**src/hw/rtl/rpd_pkg.sv**
```systemverilog
// Package for the run-length pixel decoder.
// Shared codes, header constants and the structs passed between the core and the top level.
// No dependencies.
package rpd_pkg;

   localparam int unsigned PIXEL_W  = 32;
   localparam int unsigned REPEAT_W = 8;
   localparam int unsigned COUNT_W  = 32;
   localparam int unsigned BPP_W    = 3;
   localparam int unsigned STATUS_W = 2;
   localparam int unsigned CSR_IDX_W = 2;

   // item opcodes
   localparam logic OP_START = 1'b0;
   localparam logic OP_DATA  = 1'b1;

   // result status codes
   localparam logic [STATUS_W-1:0] ST_OK      = 2'd0;
   localparam logic [STATUS_W-1:0] ST_OVERRUN = 2'd1;
   localparam logic [STATUS_W-1:0] ST_CLIPPED = 2'd2;

   // configuration register indexes
   localparam logic [CSR_IDX_W-1:0] CSR_BYTES_PER_PIXEL = 2'd0;
   localparam logic [CSR_IDX_W-1:0] CSR_IMAGE_PIXELS    = 2'd1;
   localparam logic [CSR_IDX_W-1:0] CSR_SOURCE_LIMIT    = 2'd2;

   localparam logic [BPP_W-1:0]   BPP_RESET     = 3'd3;
   localparam logic [COUNT_W-1:0] PIXELS_RESET  = '0;
   localparam logic [COUNT_W-1:0] LIMIT_RESET   = '0;

   // packet header fields
   localparam logic [7:0] HDR_RUN_BIT  = 8'h80;
   localparam logic [7:0] HDR_LEN_MASK = 8'h7f;

   typedef struct packed {
      logic [BPP_W-1:0]   bytes_per_pixel;
      logic [COUNT_W-1:0] image_pixels;
      logic [COUNT_W-1:0] source_limit;
   } cfg_type;

   typedef struct packed {
      logic                valid;
      logic [PIXEL_W-1:0]  pixel_value;
      logic [REPEAT_W-1:0] repeat_count;
      logic                image_done;
      logic [STATUS_W-1:0] status;
   } result_type;

endpackage

```
**src/hw/rtl/rpd_core.sv**
```systemverilog
// Decode core of the run-length pixel decoder: packet state and per-byte next-state logic.
// Produces at most one result per accepted item, combinationally from the current state.
// Depends on rpd_pkg.
module rpd_core (
   input  logic               clock,
   input  logic               reset,
   input  logic               item_valid,
   input  logic               item_op,
   input  logic [7:0]         item_data,
   input  rpd_pkg::cfg_type   cfg,
   output rpd_pkg::result_type result
);
   import rpd_pkg::*;

   localparam logic [1:0] PH_HEADER  = 2'd0;
   localparam logic [1:0] PH_LITERAL = 2'd1;
   localparam logic [1:0] PH_RUN     = 2'd2;
   localparam logic [1:0] PH_STOPPED = 2'd3;

   logic [1:0]          phase_ff, phase_in;
   logic [REPEAT_W-1:0] packet_left_ff, packet_left_in;
   logic [1:0]          byte_slot_ff, byte_slot_in;
   logic [PIXEL_W-1:0]  pixel_acc_ff, pixel_acc_in;
   logic [COUNT_W-1:0]  pixels_done_ff, pixels_done_in;
   logic [COUNT_W-1:0]  bytes_seen_ff, bytes_seen_in;
   logic                clip_ff, clip_in;

   logic [BPP_W-1:0]    width;
   logic [PIXEL_W-1:0]  acc_merged;
   logic [1:0]          slot_next;
   logic [REPEAT_W-1:0] cnt;
   logic [COUNT_W-1:0]  remaining;
   logic [REPEAT_W-1:0] rep;
   logic [REPEAT_W-1:0] left_next;
   logic [COUNT_W:0]    sum;
   logic [COUNT_W-1:0]  done_count;

   // out-of-range widths clamp to 1..4
   function automatic logic [BPP_W-1:0] pixel_width(input logic [BPP_W-1:0] bpp);
      if (bpp == '0) begin
         return 3'd1;
      end
      if (bpp > 3'd4) begin
         return 3'd4;
      end
      return bpp;
   endfunction

   assign width = pixel_width(cfg.bytes_per_pixel);

   always_comb begin
      case (byte_slot_ff)
         2'd0:    acc_merged = pixel_acc_ff | {24'b0, item_data};
         2'd1:    acc_merged = pixel_acc_ff | {16'b0, item_data, 8'b0};
         2'd2:    acc_merged = pixel_acc_ff | {8'b0, item_data, 16'b0};
         default: acc_merged = pixel_acc_ff | {item_data, 24'b0};
      endcase
   end

   assign slot_next = byte_slot_ff + 2'd1;
   assign remaining = cfg.image_pixels - pixels_done_ff;
   assign cnt       = {1'b0, item_data[6:0] & HDR_LEN_MASK[6:0]} + 8'd1;
   assign rep       = (phase_ff == PH_RUN) ? packet_left_ff : 8'd1;
   assign left_next = (phase_ff == PH_RUN || packet_left_ff == '0) ? '0
                                                                  : packet_left_ff - 8'd1;
   assign sum        = {1'b0, pixels_done_ff} + {{(COUNT_W+1-REPEAT_W){1'b0}}, rep};
   assign done_count = sum[COUNT_W] ? '1 : sum[COUNT_W-1:0];

   always_comb begin
      phase_in       = phase_ff;
      packet_left_in = packet_left_ff;
      byte_slot_in   = byte_slot_ff;
      pixel_acc_in   = pixel_acc_ff;
      pixels_done_in = pixels_done_ff;
      bytes_seen_in  = bytes_seen_ff;
      clip_in        = clip_ff;
      result         = '0;

      if (item_valid) begin
         if (item_op == OP_START) begin
            phase_in       = PH_HEADER;
            packet_left_in = '0;
            byte_slot_in   = '0;
            pixel_acc_in   = '0;
            pixels_done_in = '0;
            bytes_seen_in  = '0;
            clip_in        = 1'b0;
         end else if (phase_ff != PH_STOPPED && pixels_done_ff < cfg.image_pixels) begin
            if (bytes_seen_ff >= cfg.source_limit) begin
               // byte is not consumed; block halts until next start
               phase_in      = PH_STOPPED;
               result.valid  = 1'b1;
               result.status = ST_OVERRUN;
            end else begin
               bytes_seen_in = bytes_seen_ff + 32'd1;
               if (phase_ff == PH_HEADER) begin
                  if ({24'b0, cnt} > remaining) begin
                     packet_left_in = remaining[REPEAT_W-1:0];
                     clip_in        = 1'b1;
                  end else begin
                     packet_left_in = cnt;
                     clip_in        = 1'b0;
                  end
                  byte_slot_in = '0;
                  pixel_acc_in = '0;
                  phase_in     = ((item_data & HDR_RUN_BIT) != '0) ? PH_RUN : PH_LITERAL;
               end else if (slot_next != 2'd0 && {1'b0, slot_next} < width) begin
                  pixel_acc_in = acc_merged;
                  byte_slot_in = slot_next;
               end else begin
                  packet_left_in      = left_next;
                  pixels_done_in      = done_count;
                  result.valid        = 1'b1;
                  result.pixel_value  = acc_merged;
                  result.repeat_count = rep;
                  result.status       = clip_ff ? ST_CLIPPED : ST_OK;
                  if (done_count >= cfg.image_pixels) begin
                     result.image_done = 1'b1;
                     phase_in          = PH_STOPPED;
                  end else if (left_next == '0) begin
                     phase_in = PH_HEADER;
                     clip_in  = 1'b0;
                  end
                  pixel_acc_in = '0;
                  byte_slot_in = '0;
               end
            end
         end
      end
   end

   always_ff @(posedge clock) begin
      if (reset) begin
         phase_ff       <= PH_HEADER;
         packet_left_ff <= '0;
         byte_slot_ff   <= '0;
         pixel_acc_ff   <= '0;
         pixels_done_ff <= '0;
         bytes_seen_ff  <= '0;
         clip_ff        <= 1'b0;
      end else begin
         phase_ff       <= phase_in;
         packet_left_ff <= packet_left_in;
         byte_slot_ff   <= byte_slot_in;
         pixel_acc_ff   <= pixel_acc_in;
         pixels_done_ff <= pixels_done_in;
         bytes_seen_ff  <= bytes_seen_in;
         clip_ff        <= clip_in;
      end
   end

endmodule

```
**src/hw/rtl/rle_pixel_decoder_unit.sv**
```systemverilog
// Run-length pixel decoder, top level: configuration registers, decode core, result register.
// Depends on rpd_pkg and rpd_core.
//
// Usage:
//   req_*  : one item per accept (req_valid high, req_stall low). op 0 starts a new
//            image and clears all counters; op 1 carries one compressed byte.
//   rsp_*  : at most one result per item: a pixel with its repeat count, an image
//            done flag and a status (ok, source overrun, packet clipped).
//   csr_*  : write-only registers, written while the block is idle: bytes per pixel,
//            image pixel count, source byte limit.
// Latency: a result appears on rsp_* in the cycle after its byte is accepted.
// Throughput: one byte per cycle while req_stall is low; all per-byte work is one pass through
//   the core's next-state logic, the longest path being the pixel count add and its compare.
// Stall: while a result is held with rsp_stall high, req_stall is raised; the
//   result register frees and takes a new item in the same cycle it is drained.
// Reset: registers return to 3 bytes per pixel, zero pixels, zero limit; the
//   decoder waits for a packet header with all counters cleared.
module rle_pixel_decoder_unit (
   input  logic                            clock,
   input  logic                            reset,
   input  logic                            req_valid,
   output logic                            req_stall,
   input  logic                            req_op,
   input  logic [7:0]                      req_data_byte,
   output logic                            rsp_valid,
   input  logic                            rsp_stall,
   output logic [rpd_pkg::PIXEL_W-1:0]     rsp_pixel_value,
   output logic [rpd_pkg::REPEAT_W-1:0]    rsp_repeat_count,
   output logic                            rsp_image_done,
   output logic [rpd_pkg::STATUS_W-1:0]    rsp_status,
   input  logic                            csr_write,
   input  logic [rpd_pkg::CSR_IDX_W-1:0]   csr_index,
   input  logic [rpd_pkg::COUNT_W-1:0]     csr_data
);
   import rpd_pkg::*;

   cfg_type    cfg_ff, cfg_in;
   result_type core_result;
   logic       req_accept;
   logic       rsp_valid_ff, rsp_valid_in;
   logic [PIXEL_W-1:0]  pixel_ff;
   logic [REPEAT_W-1:0] repeat_ff;
   logic                done_ff;
   logic [STATUS_W-1:0] status_ff;

   assign req_stall  = rsp_valid_ff & rsp_stall;
   assign req_accept = req_valid & ~req_stall;

   always_comb begin
      cfg_in = cfg_ff;
      if (csr_write) begin
         unique case (csr_index)
            CSR_BYTES_PER_PIXEL: cfg_in.bytes_per_pixel = csr_data[BPP_W-1:0];
            CSR_IMAGE_PIXELS:    cfg_in.image_pixels    = csr_data;
            CSR_SOURCE_LIMIT:    cfg_in.source_limit    = csr_data;
            default:             cfg_in = cfg_ff;
         endcase
      end
   end

   rpd_core u_core (
      .clock      (clock),
      .reset      (reset),
      .item_valid (req_accept),
      .item_op    (req_op),
      .item_data  (req_data_byte),
      .cfg        (cfg_ff),
      .result     (core_result)
   );

   always_comb begin
      rsp_valid_in = rsp_valid_ff;
      if (req_accept) begin
         rsp_valid_in = core_result.valid;
      end else if (!rsp_stall) begin
         rsp_valid_in = 1'b0;
      end
   end

   always_ff @(posedge clock) begin
      if (reset) begin
         cfg_ff.bytes_per_pixel <= BPP_RESET;
         cfg_ff.image_pixels    <= PIXELS_RESET;
         cfg_ff.source_limit    <= LIMIT_RESET;
         rsp_valid_ff           <= 1'b0;
      end else begin
         cfg_ff       <= cfg_in;
         rsp_valid_ff <= rsp_valid_in;
      end
   end

   always_ff @(posedge clock) begin
      if (req_accept && core_result.valid) begin
         pixel_ff  <= core_result.pixel_value;
         repeat_ff <= core_result.repeat_count;
         done_ff   <= core_result.image_done;
         status_ff <= core_result.status;
      end
   end

   assign rsp_valid        = rsp_valid_ff;
   assign rsp_pixel_value  = pixel_ff;
   assign rsp_repeat_count = repeat_ff;
   assign rsp_image_done   = done_ff;
   assign rsp_status       = status_ff;

   // overrun results carry no pixel and never finish the image
   a_overrun_fields: assert property (@(posedge clock) disable iff (reset)
      rsp_valid && rsp_status == ST_OVERRUN |-> rsp_repeat_count == '0 && !rsp_image_done)
      else $error("overrun result with pixel fields set");

   a_repeat_nonzero: assert property (@(posedge clock) disable iff (reset)
      rsp_valid && rsp_status != ST_OVERRUN |-> rsp_repeat_count != '0)
      else $error("pixel result with zero repeat count");

   a_status_code: assert property (@(posedge clock) disable iff (reset)
      rsp_valid |-> rsp_status == ST_OK || rsp_status == ST_OVERRUN
                    || rsp_status == ST_CLIPPED)
      else $error("undefined status code");

   // a held result must block new items so it is not overwritten
   a_hold_blocks_input: assert property (@(posedge clock) disable iff (reset)
      rsp_valid && rsp_stall |=> rsp_valid)
      else $error("held result dropped");

endmodule

```
**config.mk**
```make
export PLATFORM = sky130hd
export DESIGN_NAME = rle_pixel_decoder_unit
export DESIGN_NICKNAME = d
export VERILOG_FILES = /design/src/hw/rtl/rpd_pkg.sv /design/src/hw/rtl/rpd_core.sv /design/src/hw/rtl/rle_pixel_decoder_unit.sv
export SDC_FILE = /design/constraint.sdc
export NUM_CORES = 1
export LEC_CHECK = 0
export BUFFER_PORTS_ARGS = -buffer_cell sky130_fd_sc_hd__buf_4
export CAP_MARGIN = 20
export CORE_MARGIN = 3
export CORE_UTILIZATION = 45
export CTS_BUF_LIST = sky130_fd_sc_hd__clkbuf_16
export DETAILED_ROUTE_END_ITERATION = 10
export GPL_TIMING_DRIVEN = 0
export SETUP_SLACK_MARGIN = 0.02
export SLEW_MARGIN = 10
export SYNTH_ARGS = -nofsm -noshare
export SYNTH_HDL_FRONTEND = slang
export SYNTH_SLANG_ARGS = --single-unit
export TNS_END_PERCENT = 30
```
**constraint.sdc**
```tcl
create_clock -name clock -period 7.3 [get_ports clock]
set_input_delay 0.73 -clock clock [delete_from_list [all_inputs] [get_ports clock]]
set_output_delay 0.73 -clock clock [all_outputs]
set_load 0.01 [all_outputs]
```
Yosys cells after proc, flatten, opt, wreduce, memory -nomap -nowiden
Index checks and enable logic that the tools add are counted.

Flip-flop bits (word level): 220. Output and inout port bits: 45.

Bitwise logic cells: 10. Eq/ne operators: 16. $add $sub $neg: 6. Reductions and logical operators: 21. $lt $le $gt $ge: 6. Mux-type cells: 63.

Operators by type and width (number): 2-to-1 mux 32 bit (14); 2-to-1 mux 44 bit (5); one-hot mux 32 bit (3 select lines) (1); greater-or-equal comparator 32 bit (2); 2-to-1 mux 8 bit (8); 2-to-1 mux 41 bit (1); adder 32 x 8 -> 33 bit (1); adder 32 x 1 -> 32 bit (second input constant) (1); greater-than comparator 8 x 32 -> 1 bit (1); < comparator 32 bit (1); bitwise OR 32 x 16 -> 32 bit (1); bitwise OR 32 x 24 -> 32 bit (1); bitwise OR 32 bit (1); bitwise OR 32 x 8 -> 32 bit (1); subtractor 32 bit (1); 2-to-1 mux 2 bit (15); zero test 8 bit (2); 2-to-1 mux 1 bit (15); 2-to-1 mux 3 bit (4); adder 7 x 1 -> 8 bit (second input constant) (1); inequality test 2 bit (second input constant) (4); AND reduction 4 bit (2); subtractor 8 x 1 -> 8 bit (second input constant) (1); == test 2 bit (second input constant) (3); 21 further kinds (35).

Longest topological paths before layout
Gate-level depths: netlist of the first run.

Depth after elaboration: 14. Mapped depth: 26.

Cells and area by module
From an unflattened synthesis of the first run, not the netlist that was laid out.

Cell total of the unflattened synthesis: 1677. Area, all modules: 14261.2 sq um.

By module, submodules not included: rpd_core (cells each 1368, sequential area each 2182.1 sq um, area an instance 10100.9 sq um, times used 1); rle_pixel_decoder_unit (cells each 309, sequential area each 2652.5 sq um, area an instance 4160.2 sq um, times used 1).

Least setup slack after synthesis of the first run
Ideal clock, no wire load.

Path type: register to register. From: register u_core.phase_ff[1]. To: register u_core.clip_ff. Path buffers: 2. Arrival: 5.261 ns. Setup slack: 1.907 ns. Cell stages (with the launch flop): 27. Required time: 7.168 ns. Setup time: 0.132 ns. Cell sequence: dfxtp_1 -> inv_1 -> nor2_1 -> nand2_1 -> ha_1 -> fa_1 -> a21o_1 -> a21oi_1 -> o21bai_1 -> a21oi_1 -> o21a_1 -> nor4_1 -> nand2_1 -> clkbuf_1 -> clkbuf_1 -> nand2_1 -> ha_1 -> and4_1 -> nand2_1 -> or4_1 -> a21oi_1 -> o31a_1 -> o41ai_1 -> a22o_1 -> a21oi_1 -> nand3b_1 -> o41ai_2.

Longest elaborated chain between the ends: 7. Elaborated cells on any way between the ends: 20. Classes of those cells: 1 x add/sub; 1 x order compare; 6 x eq/ne; 7 x mux; 5 x reduce/logical.

Ends and longest elaborated chain: start: declaration (line rpd_core.sv:20) `logic [1:0] phase_ff, phase_in;`; start signal: assignment (line rpd_core.sv:142) `phase_ff <= phase_in;`; == test 2 bit (line rpd_core.sv:63) `assign rep = (phase_ff == PH_RUN) ? packet_left_ff : 8'd1;`; 2-to-1 mux 8 bit (line rpd_core.sv:63); named net u_core.rep[0] (line rpd_core.sv:33) `logic [REPEAT_W-1:0] rep;`; adder 32 x 8 -> 33 bit (line rpd_core.sv:66) `assign sum = {1'b0, pixels_done_ff} + {{(COUNT_W+1-REPEAT_W){1'b0}}, rep};`; 2-to-1 mux 32 bit (line rpd_core.sv:67) `assign done_count = sum[COUNT_W] ? '1 : sum[COUNT_W-1:0];`; greater-or-equal comparator 32 bit (line rpd_core.sv:117) `if (done_count >= cfg.image_pixels) begin`; inequality test 3 x 2 -> 1 bit (no line); AND reduction 6 bit (no line); end signal: assignment (line rpd_core.sv:148) `clip_ff <= clip_in;`; end: declaration (line rpd_core.sv:26) `logic clip_ff, clip_in;`.

The timed path passes the listed nets, and every way through them passes these cells. The select of a mux whose other input is x is not followed. A chain may end at the register's enable or synchronous reset.

Worst setup path after layout of the first run
Same ends and word-level chain as after synthesis.

==> results.py, run 1 <==
metrics = {
    "status": {
        "status": "finished, final reports clean",
    },
    "power_and_ir_drop": {
        "p_total_w": 0.00315,
        "vdd_drop_max_mv": 0.164,
        "leakagePower_nw": 6.47,
        "cellPowerDensity_nw_per_um2": 196,
    },
    "sta": {
        "tns_ns": 0,
        "skew_ns": 0.0251,
        "worst_pin_slew_ns": 0.992,
        "hold_viol": 0,
        "fin_crit_sh_pct": 90.4,
        "rsz0062_at_grt": "no",
        "holdWs_ns": 0.455,
        "max_clock_freq_mhz": 151,
        "slew_headroom_pct": 33.7,
        "slew_violations": 0,
        "setup_viol": 0,
        "fin_crit_ns": 6.60,
    },
    "yosys": {
        "synth_top_family_by_area": "simple AND/OR/NAND/NOR gates",
        "ys_ff_latch": 220,
        "yosysUniqueCellTypes": 84,
        "synth_nets": 1942,
        "yosysMostFrequentCell": "nand2_1",
        "yosys-mux-area-fraction_pct": 0.730,
        "synth-seq-area-share_pct": 34.4,
        "ys.flop_type": "dfxtp_1",
        "synth-simple-area-share_pct": 21.7,
        "ys_async_sr_fraction_pct": 0,
        "synthesis.area_sq_um": 14000,
        "synthAdderAreaFrac_pct": 11.1,
        "synth_xor_area_share_pct": 4.86,
        "yosys_warnings": 0,
        "synth_compound_area_share_pct": 21.0,
        "synth_edf_count": 43,
        "yosys.area.top_type": "dfxtp_1",
        "synth_area_leaders": "dfxtp_1 25%, ha_1 11%, edfxtp_1 9.2%",
        "synth_top_cell_area_share_pct": 25.2,
        "synth_common_cells": "246 x nand2_1, 216 x a21oi_1, 183 x nor2_1, 177 x dfxtp_1, 128 x inv_1",
        "netlist_instances": 1771,
        "syn_avg_cell_area_sq_um": 7.93,
    },
    "clock_network": {
        "clk_path_buf_depth": 3,
        "cts_max_level": 1,
        "clkSinkCount": 220,
        "clk_pin_slew_worst_paths_ns": 0.06,
        "numCtsBuffers": 26,
        "cts_tree": "built",
        "cts_root_buffer": "clkbuf_16",
        "worstSkewPairLatency_ns": 0.54,
    },
    "floorplanning": {
        "core_sq_um": 30700,
        "die_h_um": 183,
        "dieArea_sq_um": 33400,
        "fp-row-count": 64,
        "start_util_pct": 45.8,
        "die_x_um": 183,
        "io_pins": 93,
    },
    "setup_path": {
        "cp.arrival_ns": 7.00,
        "cp.required_ns": 7.69,
        "crit_type": "flip-flop to flip-flop",
        "end_kind": "flip-flop",
        "startpoint_type": "flip-flop",
        "cp_max_fo": 10,
    },
    "drt": {
        "drtPass1Iterations": 5,
        "drt-initial-drc-count": 1114,
        "antenna_left": 0,
        "wl_um": 43400,
        "vias": 13200,
        "post_drt_wl_per_cell_um": 18.8,
        "drc": 0,
        "via_per_inst": 5.74,
    },
    "placement": {
        "place_congestion": 0.932,
        "dp_hpwl_um": 34300,
        "dp.cells": 2258,
        "portBuffers": 90,
        "placed_area_sq_um": 15300,
    },
    "global_route": {
        "grt_pass1_wl_um": 67900,
        "grt_max_degree": 27,
        "grt.total_usage_pct": 25.3,
        "grt_antenna_before_repair": 0,
        "overflow": 0,
        "grt_pass1_vias": 12500,
    },
    "min_path": {
        "min_path_type": "input pin to flip-flop",
    },
    "finish": {
        "final_nets": 2061,
        "fillers": 3089,
        "drive_gt1_share_pct": 9.27,
        "area_growth_pct": 14.4,
        "instances_no_fill": 2306,
        "fin_area_sq_um": 16100,
        "diodes": 0,
    },
    "job": {
        "cap_violations": 0,
    },
}
-- where the power goes --
group	switching (W)	internal, W
Combinational	0.000412	0.000225
Sequential	0.0000272	0.00127
Clock	0.000536	0.000688
Total	0.000975	0.00218
-- area by class of cell --
class	count	area, sq um	area share, %
Tap cell	396	495	3.08
Sequential cell	220	4830	30.1
Clock inverter	22	153	0.950
Buffer	95	399	2.48
Timing Repair Buffer	91	703	4.38
Clock buffer	26	651	4.05
Inverter	128	480	2.99
Multi-Input combinational cell	1328	8350	52.0
-- timing repair --
item,4_1_cts,5_1_grt
gates resized for setup,0,3
setup endpoints to repair,0,3
buffers inserted,0,0
hold buffers,0,0
-- logic make-up after synthesis --
group | after synthesis
buf+inv | 223
xor+xnor | 78
mux | 10
fa+ha+maj | 123
flops | 220
simple gates | 653
compound gates | 464
-- worst max-delay path, stage by stage, from the launching register on --
cell      delay [ns]
dfxtp_1         0.45
inv_1           0.13
nor2_2          0.33
nand2_1         0.11
ha_1            0.21
fa_1            0.41
a21o_1          0.20
a21oi_1         0.21
o21bai_1        0.08
a21oi_1         0.27
o21a_1          0.32
nor4_1          0.18
nand2_1         0.34
clkbuf_2        0.31
clkbuf_1        0.41
nand2_1         0.11
ha_1            0.31
and4_1          0.21
nand2_1         0.11
or4_1           0.54
a21oi_1         0.16
o31a_1          0.22
o41ai_1         0.10
a22o_1          0.23
a21oi_1         0.26
nand3b_1        0.17
o41ai_2         0.08
-- layer usage --
layer	vias to the layer above	GRT usage (%)	part of all wire [%]
li1	6515	-	-
met1	6194	35.9	46
met2	449	40.8	45
met3	77	2.87	6.4
met4	0	7.28	2.8
met5	-	0	0
-- per-stage QoR --
stage                     worst slack (ns)  utilization, %
after global placement               0.515            49.6
final                                0.697            52.4
after detailed placement             0.449            49.8
after global routing                 0.157            52.4
after CTS                            0.406            52.4
after floorplan                       1.91               -
-- state kept, by name, indices dropped and copies added, names as in the netlist --
signal / flops
cfg_ff: 67
rsp_image_done: 1
rsp_pixel_value: 32
rsp_repeat_count: 8
rsp_status: 2
rsp_valid: 1
u_core.byte_slot_ff: 2
u_core.bytes_seen_ff: 32
u_core.clip_ff: 1
u_core.packet_left_ff: 8
u_core.phase_ff: 2
u_core.pixel_acc_ff: 32
u_core.pixels_done_ff: 32
-- cells in the final DEF (no fill, tap or decap), types with 7 or more instances in the layout --
master,Yosys,routed
clkinv_2,0,7
a31oi_1,9,9
buf_1,8,8
or3_1,11,11
xor2_1,20,20
nor4_1,28,28
nand2_1,246,246
nand2b_1,10,10
dfxtp_1,177,177
o21ai_1,7,7
a21oi_1,216,215
a21o_1,29,29
nor4b_1,8,8
and3_1,24,24
edfxtp_1,43,43
nor2_1,183,182
clkbuf_16,0,26
a211o_1,8,8
clkbuf_1,76,75
ha_1,121,121
nand3_1,30,30
xnor2_1,58,58
o211ai_1,11,11
nor3_1,27,27
nor2b_1,7,7
o22ai_1,13,13
nand4_1,27,27
o21ai_0,49,49
mux2i_1,8,8
buf_4,1,91
a22oi_1,14,14
inv_1,128,130
o21a_1,19,19
and4_1,10,10
-- final timing paths --
check	from	to	slack, ns	depth (start not counted)
max	u_core.phase_ff[1]	u_core.clip_ff	0.70	26
min	csr_data[3]	cfg_ff[3]	0.45	3
max reg2reg	u_core.phase_ff[1]	u_core.clip_ff	0.70	26
min reg2reg	cfg_ff[17]	cfg_ff[17]	0.46	2
Power figures use the tool's default switching activity.
==> run 2: changes to the inputs <==
==> constraint.sdc (replaced) <==
create_clock -name clock -period 8.5 [get_ports clock]
set_input_delay 0.85 -clock clock [delete_from_list [all_inputs] [get_ports clock]]
set_output_delay 0.85 -clock clock [all_outputs]
set_load 0.01 [all_outputs]
==> run 2 against run 1 <==
  * Final cell count unchanged
  * Largest cell class unchanged
  * Worst setup slack better by 0.83 ns
  * Wire length up 0.23%
  * Core utilization hardly changed
  * Die area stayed put
==> results.py, run 2 (synthesized netlist as in run 1, its figures left out) <==
metrics = {
    "status": {
        "status": "finished, final reports clean",
    },
    "sta": {
        "max_clock_freq_mhz": 144,
        "slew_violations": 0,
        "rsz0062_at_grt": "no",
        "fin_crit_sh_pct": 82.0,
        "setup_viol": 0,
        "skew_ns": 0.0195,
        "fin_crit_ns": 6.97,
        "worst_pin_slew_ns": 1.03,
        "hold_viol": 0,
        "fin_ws_ns": 1.53,
        "tns_ns": 0,
        "slew_headroom_pct": 31.2,
    },
    "floorplanning": {
        "die_x_um": 183,
        "io_pins": 93,
        "core_sq_um": 30700,
        "fp-row-count": 64,
        "dieArea_sq_um": 33400,
        "die_h_um": 183,
        "start_util_pct": 45.8,
    },
    "clock_network": {
        "cts_root_buffer": "clkbuf_16",
        "numCtsBuffers": 26,
        "cts_setup_buffers": 0,
        "worstSkewPairLatency_ns": 0.54,
        "cts_tree": "built",
        "cts-resized-gates": 0,
        "clk_path_buf_depth": 3,
        "hold_buffers": 0,
        "clk_pin_slew_worst_paths_ns": 0.06,
        "cts_max_level": 1,
        "clkSinkCount": 220,
    },
    "placement": {
        "portBuffers": 90,
        "dp.cells": 2258,
        "dp_hpwl_um": 34300,
        "place_congestion": 0.932,
        "dp_slack_ns": 1.65,
        "placed_area_sq_um": 15300,
    },
    "drt": {
        "post_drt_wl_per_cell_um": 18.9,
        "antenna_left": 0,
        "vias": 13300,
        "drtPass1Iterations": 6,
        "wl_um": 43500,
        "drc": 0,
        "via_per_inst": 5.75,
        "drt-initial-drc-count": 1027,
    },
    "finish": {
        "utilization_pct": 52.4,
        "area_growth_pct": 14.3,
        "top_register": "cfg_ff",
        "largest_reg_flops": 67,
        "fillers": 3089,
        "instances_no_fill": 2306,
        "final_nets": 2061,
        "drive_gt1_share_pct": 9.16,
        "final_common_cell": "nand2_1",
        "fin_area_sq_um": 16100,
        "diodes": 0,
        "mostFrequentLayoutCells": "246 x nand2_1, 215 x a21oi_1, 183 x nor2_1",
    },
    "setup_path": {
        "rrSetupSlack_ns": 1.53,
        "cp.required_ns": 8.89,
        "end_kind": "flip-flop",
        "r2r-end": "u_core.clip_ff",
        "cp.arrival_ns": 7.36,
        "critPathLaunch": "u_core.phase_ff[1]",
        "startpoint_type": "flip-flop",
        "r2r_cells": 26,
        "critPathCapture": "u_core.clip_ff",
        "timing.rr.start": "u_core.phase_ff[1]",
        "cp_max_fo": 10,
        "crit_type": "flip-flop to flip-flop",
    },
    "global_route": {
        "grt_max_degree": 27,
        "grt_pass1_wl_um": 67900,
        "grt_antenna_before_repair": 0,
        "overflow": 0,
        "grt_pass1_vias": 12500,
        "grt.total_usage_pct": 25.3,
    },
    "power_and_ir_drop": {
        "cellPowerDensity_nw_per_um2": 169,
        "vdd_drop_max_mv": 0.140,
        "leakagePower_nw": 6.47,
    },
    "job": {
        "cap_violations": 0,
    },
    "min_path": {
        "min_path_type": "flip-flop to flip-flop",
    },
}
[run 2: cell counts in the layout (fill, tap and decap cells not counted)]
No cell type changed its count.
[run 2: worst min path at each step]
stage,startpoint,to,cells past startpoint
after CTS,cfg_ff[10],cfg_ff[10],2
after global routing,cfg_ff[24],cfg_ff[24],2
after detailed placement,cfg_ff[24],cfg_ff[24],2
final,cfg_ff[17],cfg_ff[17],2
after floorplan,cfg_ff[64],cfg_ff[64],2
after global placement,cfg_ff[9],cfg_ff[9],2
[run 2: cell type report]
cell class,instances,area (sq um),area share [%]
multi-input cells,1328,8350,52.0
flip-flops and latches,220,4830,30.1
repair buffers,91,703,4.38
clock buffers,26,651,4.05
well taps,396,495,3.08
inverters,128,480,2.99
plain buffers,95,398,2.48
clock inverters,22,153,0.950
[run 2: worst max-delay path, stage by stage, from the launching register on]
cell	delay, ns
dfxtp_1	0.44
inv_1	0.12
nor2_1	0.50
nand2_1	0.14
ha_1	0.23
fa_1	0.41
a21o_1	0.20
a21oi_1	0.21
o21bai_1	0.08
a21oi_1	0.27
o21a_1	0.32
nor4_1	0.18
nand2_1	0.34
clkbuf_1	0.43
clkbuf_1	0.42
nand2_1	0.11
ha_1	0.31
and4_1	0.21
nand2_1	0.11
or4_1	0.55
a21oi_1	0.16
o31a_1	0.22
o41ai_1	0.10
a22o_1	0.23
a21oi_1	0.28
nand3b_1	0.17
o41ai_2	0.08
[run 2: per-stage QoR]
stage                     total power (W)  hold WS [ns]
after global placement            0.00166         0.444
after global routing              0.00282         0.468
final                             0.00271         0.456
after CTS                         0.00271         0.458
after detailed placement          0.00167         0.450
after floorplan                   0.00150         0.436
[run 2: power breakdown]
| group | switching [W] | internal, W | leakage, nW |
|---|---|---|---|
| clock network | 0.000461 | 0.000591 | 0.402 |
| logic | 0.000355 | 0.000193 | 4.20 |
| registers | 0.0000233 | 0.00109 | 1.87 |
| total | 0.000839 | 0.00187 | 6.47 |
[run 2: routing by layer]
layer	vias to the layer above	share of wire, %	track usage (%)
met5	-	0	0
met4	0	2.9	7.28
met3	79	6.8	2.87
met2	450	44	40.8
met1	6220	46	35.9
li1	6518	-	-
